===== config.mk =====
export PLATFORM = sky130hd
export DESIGN_NAME = sit_turn
export DESIGN_NICKNAME = d
export VERILOG_FILES = /design/src/rtl/sit_pkg.sv /design/src/rtl/sit_turn.sv
export SDC_FILE = /design/constraint.sdc
export NUM_CORES = 2
export LEC_CHECK = 0
export ABC_CLOCK_PERIOD_IN_PS = 15800
export BUFFER_PORTS_ARGS = -buffer_cell sky130_fd_sc_hd__buf_2
export CAP_MARGIN = 20
export CELL_PAD_IN_SITES_DETAIL_PLACEMENT = 1
export CELL_PAD_IN_SITES_GLOBAL_PLACEMENT = 2
export CORE_UTILIZATION = 41
export DETAILED_ROUTE_END_ITERATION = 10
export PLACE_DENSITY_LB_ADDON = 0.1
export SYNTH_ARGS = -nofsm -noshare
export SYNTH_HDL_FRONTEND = slang
export SYNTH_SLANG_ARGS = --single-unit
export TNS_END_PERCENT = 20

===== constraint.sdc =====
create_clock -name clk_i -period 15.8 [get_ports clk_i]
set_input_delay 1.58 -clock clk_i [delete_from_list [all_inputs] [get_ports clk_i]]
set_output_delay 1.58 -clock clk_i [all_outputs]
set_load 0.005 [all_outputs]

===== src/rtl/sit_pkg.sv =====
`timescale 1ns / 1ps
// shared constants and types for the segment intersection test
// no dependencies

package sit_pkg;

  // default coordinate width, signed Q12.4
  localparam int unsigned COORD_WIDTH_DEFAULT = 16;

  // orientation of an ordered point triple
  typedef enum logic [1:0] {
    TURN_COLLINEAR = 2'd0,
    TURN_CW        = 2'd1,
    TURN_CCW       = 2'd2
  } turn_e;

endpackage


===== src/rtl/sit_turn.sv =====
`timescale 1ns / 1ps
// three-stage orientation unit: differences, exact cross products, sign
// depends on sit_pkg for the orientation code type

module sit_turn #(
  parameter int unsigned CoordW = sit_pkg::COORD_WIDTH_DEFAULT
) (
  input  logic                     clk_i,
  input  logic                     en_i,
  input  logic signed [CoordW-1:0] ax_i,
  input  logic signed [CoordW-1:0] ay_i,
  input  logic signed [CoordW-1:0] bx_i,
  input  logic signed [CoordW-1:0] by_i,
  input  logic signed [CoordW-1:0] cx_i,
  input  logic signed [CoordW-1:0] cy_i,
  output sit_pkg::turn_e           turn_o
);

  localparam int unsigned DiffW = CoordW + 1;
  localparam int unsigned ProdW = 2 * DiffW;
  localparam int unsigned CrossW = ProdW + 1;

  logic signed [DiffW-1:0]  d_bay_d, d_cbx_d, d_bax_d, d_cby_d;
  logic signed [DiffW-1:0]  d_bay_q, d_cbx_q, d_bax_q, d_cby_q;
  logic signed [ProdW-1:0]  prod_l_d, prod_r_d;
  logic signed [ProdW-1:0]  prod_l_q, prod_r_q;
  logic signed [CrossW-1:0] cross_val;
  sit_pkg::turn_e           turn_d, turn_q;

  assign d_bay_d = DiffW'(by_i) - DiffW'(ay_i);
  assign d_cbx_d = DiffW'(cx_i) - DiffW'(bx_i);
  assign d_bax_d = DiffW'(bx_i) - DiffW'(ax_i);
  assign d_cby_d = DiffW'(cy_i) - DiffW'(by_i);

  assign prod_l_d = ProdW'(d_bay_q) * ProdW'(d_cbx_q);
  assign prod_r_d = ProdW'(d_bax_q) * ProdW'(d_cby_q);

  assign cross_val = CrossW'(prod_l_q) - CrossW'(prod_r_q);

  always_comb begin
    if (cross_val == '0) begin
      turn_d = sit_pkg::TURN_COLLINEAR;
    end else if (cross_val[CrossW-1]) begin
      turn_d = sit_pkg::TURN_CCW;
    end else begin
      turn_d = sit_pkg::TURN_CW;
    end
  end

  always_ff @(posedge clk_i) begin
    if (en_i) begin
      d_bay_q  <= d_bay_d;
      d_cbx_q  <= d_cbx_d;
      d_bax_q  <= d_bax_d;
      d_cby_q  <= d_cby_d;
      prod_l_q <= prod_l_d;
      prod_r_q <= prod_r_d;
      turn_q   <= turn_d;
    end
  end

  assign turn_o = turn_q;

endmodule


## After elaboration in Yosys (flattened, before gate mapping)

Index checks and enable logic that the tools add are counted.

- Flip-flop bits (word level): 138
- Bits of input ports: 98
- Output and inout bits: 2
- Word-level logic and storage cells: 16

- Add/sub/neg operators: 5
- Multipliers: 2
- Muxes and demuxes: 1
- Reduce and logical (&&, ||, !) cells: 1

Operator list:

| cell | count |
|---|---|
| 17-bit by 17-bit multiplier with 34-bit output | 2 |
| 16-bit by 16-bit subtractor with 17-bit output | 4 |
| 35-bit zero test | 1 |
| 34-bit by 34-bit subtractor with 35-bit output | 1 |
| 2-bit two-way mux | 1 |

## Longest topological paths before layout

- Depth after elaboration: 2
- Gate-level depth with buffers: 25
- Depth with buffers taken out: 24

## Worst setup path after synthesis

No wires, ideal clock.

- Path type: reg-to-reg
- From: register d_bax_q[16]
- To: register prod_r_q[33], data pin
- Setup time: 0.258 ns
- Arrival: 6.131 ns
- Required time: 15.542 ns
- Slack: 9.411 ns
- Stages on the path, launching flop included: 22
- Buffers on the path: 1
- Period minus slack after synthesis: 6.389 ns
- Path through: edfxtp_1 > clkbuf_1 > nand2_1 > inv_1 > fa_1 > fa_1 > fa_1 > fa_1 > fa_1 > inv_1 > fa_1 > inv_1 > ha_1 > nand3_1 > nor2_1 > nand3_1 > nand2_1 > a41o_1 > o41a_1 > a211o_1 > o31a_1 > xnor2_1

- Longest elaborated chain between the ends: 1

RTL lines:

| element | line | text |
|---|---|---|
| start, declared | sit_turn.sv:24 | `logic signed [DiffW-1:0] d_bay_q, d_cbx_q, d_bax_q, d_cby_q;` |
| start signal, assigned | sit_turn.sv:54 | `d_bax_q <= d_bax_d;` |
| 17-bit by 17-bit multiplier with 34-bit output | sit_turn.sv:36 | `assign prod_r_d = ProdW'(d_bax_q) * ProdW'(d_cby_q);` |
| net prod_r_d[33] | sit_turn.sv:25 | `logic signed [ProdW-1:0] prod_l_d, prod_r_d;` |
| end signal, assigned | sit_turn.sv:57 | `prod_r_q <= prod_r_d;` |
| end, declared | sit_turn.sv:26 | `logic signed [ProdW-1:0] prod_l_q, prod_r_q;` |

The timed path passes the listed nets, and every way through them passes these cells.
A chain may end at the register's enable or synchronous reset.

## Worst setup path in the final report

Ends and elaborated chain as after synthesis.

==> run metrics <==
postcts setup bufs=0; outcome=completed; Routed Antenna Nets=0; Chip Height=276 um; first-pass GRT wire length=140000 um; DIE AREA=76200 um2; yosys warns=0; final slew viol count=0; RSZ-0062 raised after global routing=false; top_reg_cell synth=edfxtp_1; Core Rows=100; Setup CP Type=flip-flop to flip-flop; Startpoint Class=flip-flop; Final TNS setup=0 ns; DR vias=22300; reg2reg end=prod_r_q[33]; Synth Area in Adders=49.7%; CTS tree=built; delay-heaviest family, CP=adder cells; metal3 WL=roughly 2900 um; Multi-input gate area=23600 um2; Layout fillers=8593; worst-path fanout max=17; area of the core=74300 um2; #FFs+latches synth=138; Chip Width=276 um; register area=4140 um2; Hold Crit Depth=2; PortBufs=99; Nets=about 4300; register area share after synthesis=13.5%; worst reg2reg path startpoint=d_bax_q[16]; EDFF count, synth=138; maximum clock path buffer count=2; met2 WL=42600 um; fmax=0.141 GHz; Most common cell on crit path=fa_1; worst-margin pin slew=between 1 and 1.5 ns; DR iter-0 viols=~1000; top sig layer=met5; CP endpoint=prod_r_q[33]; share of cells above drive strength 1=4.89%; Root Buffer=clkbuf_16; GR Overflow Total=0; total CTS buffers=17; largest net degree at the start of global routing=88; Mapped Nets=4224; largest family of logic cells by synthesized area=adder cells; min cycle time layout=about 7.1 ns; async set or reset register ratio after synthesis=0%; Area Growth Syn to Fin=6.76%; Synth Cell Area=~30000 um2; Synth Area in Simple Gates=15.2%; Final period util=44.8%; final hold violations=0; initial antenna violation count=4; I/O pins=100; clock sink count=138; slew margin rel.=31.2%; Via density=between 5 and 6; clk_skew=0.0208 ns; routed length on met1=38800 um; Buf/Inv on CP=3; CP arrival=7.30 ns; R2R Setup Slk=8.73 ns; WL/cell=between 15 and 20 um; xor and xnor area share after synthesis=3.27%; Compound-Gate Fraction of Synth Area=8.00%; CP max stage delay=a little over 0.9 ns; Netlist cell types=76; Max Cap Violations=0; routability cong.=between 0.8 and 0.9; vias in the first global route=25800; fraction of synthesized area in multiplexers=0.268%; R2R depth=20; slowest CP cell=fa_1; hold crit path type=flip-flop to flip-flop; critical path capture point type=flip-flop; cells after synthesis=3261; DPL Wire Length=between 70000 and 80000 um; number of buffers inserted by hold repair at cts=0; CP startpoint=d_bax_q[16]; DRC violations left=0; post-CTS sizing=0; drt first pass iters=5; Cell Chain, Critical Path=nand2_1, inv_1, fa_1, fa_1, fa_1, fa_1, fa_1, inv_1, fa_1, inv_1, ha_1, nand3_1, nor2_1, nand3_1, nand2_1, a41o_1, o41a_1, a211o_1, o31a_1, xnor2_1; starting density of the core=41.4%; WP depth=20; Total GRT Usage=23.7%; Syn Area/Cell=9.44 um2; worst skew pair latency=just under 0.5 ns; Crit path required time=16.03 ns; drt total wl=85600 um; htree depth=4; final setup fails=0; clock slew at reported path FFs=0.08 ns
## cell usage in the layout, fill, tap and decap left out, types with 27 or more instances in the layout
cell type / synthesis / layout
fa_1: 597 / 597
a21o_1: 41 / 41
inv_1: 736 / 736
nor3_1: 32 / 32
nand3_1: 27 / 27
buf_2: 3 / 98
and2_1: 300 / 300
o21ai_0: 74 / 74
a21oi_1: 83 / 83
ha_1: 268 / 268
nor2_1: 141 / 141
nand2_1: 320 / 320
edfxtp_1: 138 / 138
xnor2_1: 99 / 99
nand2b_1: 28 / 28
## through the flow
stage                     instance area (um2)  std cells  worst slack [ns]  util [%]  hold WS (ns)
after global routing                    32900       4285              8.32      44.2         0.956
after CTS                               32900       4284              8.71      44.2         0.937
after global placement                  32300       4252              8.91      43.4         0.874
after detailed placement                32300       4252              8.74      43.4         0.882
after floorplan                         30800       3261              9.41         -         0.612
final                                   32900       4286              8.73      44.2         0.920
## state kept, by name, indices dropped and copies added, names as in the netlist
name      cells
d_bax_q      17
d_bay_q      17
d_cbx_q      17
d_cby_q      17
prod_l_q     34
prod_r_q     34
turn_o        2
## cell families after synthesis
logic type,after synthesis
adder cells (fa/ha/maj),865
buffers and inverters,826
XOR/XNOR,115
AND/OR/NAND/NOR,940
flip-flops,138
multiplexers,8
AO/OA/AOI/OAI,369
## worst register-to-register path, cell delays in order, from the launching register on
cell,delay (ns)
edfxtp_1,0.78
nand2_1,0.21
inv_1,0.17
fa_1,0.58
fa_1,0.93
fa_1,0.55
fa_1,0.51
fa_1,0.49
inv_1,0.05
fa_1,0.47
inv_1,0.04
ha_1,0.32
nand3_1,0.15
nor2_1,0.10
nand3_1,0.09
nand2_1,0.05
a41o_1,0.22
o41a_1,0.41
a211o_1,0.30
o31a_1,0.26
xnor2_1,0.13
## synth_stat cells, drive strengths merged, types with 7 or more instances
cell type / instances / area share (%)
nand3: 27 / 0.44
nor2b: 19 / 0.39
inv: 736 / 9.0
a21boi: 21 / 0.51
nand2: 320 / 3.9
nand3b: 8 / 0.20
o31ai: 7 / 0.19
and3: 21 / 0.44
a21o: 41 / 1.0
a211oi: 15 / 0.38
ha: 268 / 11
nor3: 32 / 0.52
edfxtp: 138 / 13
a21oi: 84 / 1.4
nand4: 11 / 0.22
xnor2: 99 / 2.8
or3: 15 / 0.30
and2: 300 / 6.1
nor2: 141 / 1.7
o2111ai: 8 / 0.23
a31oi: 16 / 0.35
xor2: 16 / 0.45
nand2b: 28 / 0.57
o21bai: 8 / 0.20
clkbuf: 85 / 1.0
o21a: 17 / 0.41
fa: 597 / 39
o21ai: 86 / 1.4
o211ai: 10 / 0.24
## layer usage
| layer | GRT usage, % | up-vias |
|---|---|---|
| met3 | 3.04 | 70 |
| met4 | 4.53 | 2 |
| met1 | 32.1 | 11700 |
| met5 | 0 | - |
| li1 | - | 10200 |
| met2 | 40.7 | 378 |
## area by class of cell
type	count	area share (%)
Timing Repair Buffer	113	1.85
Antenna cell	1	0.00761
Sequential cell	138	12.6
Tap cell	969	3.69
Clock buffer	17	1.29
Clock inverter	15	0.540
Inverter	736	8.40
Multi-Input combinational cell	2297	71.6
## worst min-delay path by stage
stage                  from          end  slack [ns]
6_report       prod_l_q[33]    turn_o[0]        0.92
3_3_place_gp   prod_l_q[33]    turn_o[0]        0.87
2_1_floorplan    d_cby_q[0]  prod_r_q[0]        0.61
3_5_place_dp     d_bax_q[0]  prod_r_q[0]        0.88
5_1_grt          d_bax_q[0]  prod_r_q[0]        0.96
4_1_cts        prod_l_q[33]    turn_o[0]        0.94
Power is left out: the tool's default activity adds up to more than one toggle a clock period on the data nets, which glitch-free logic cannot reach.
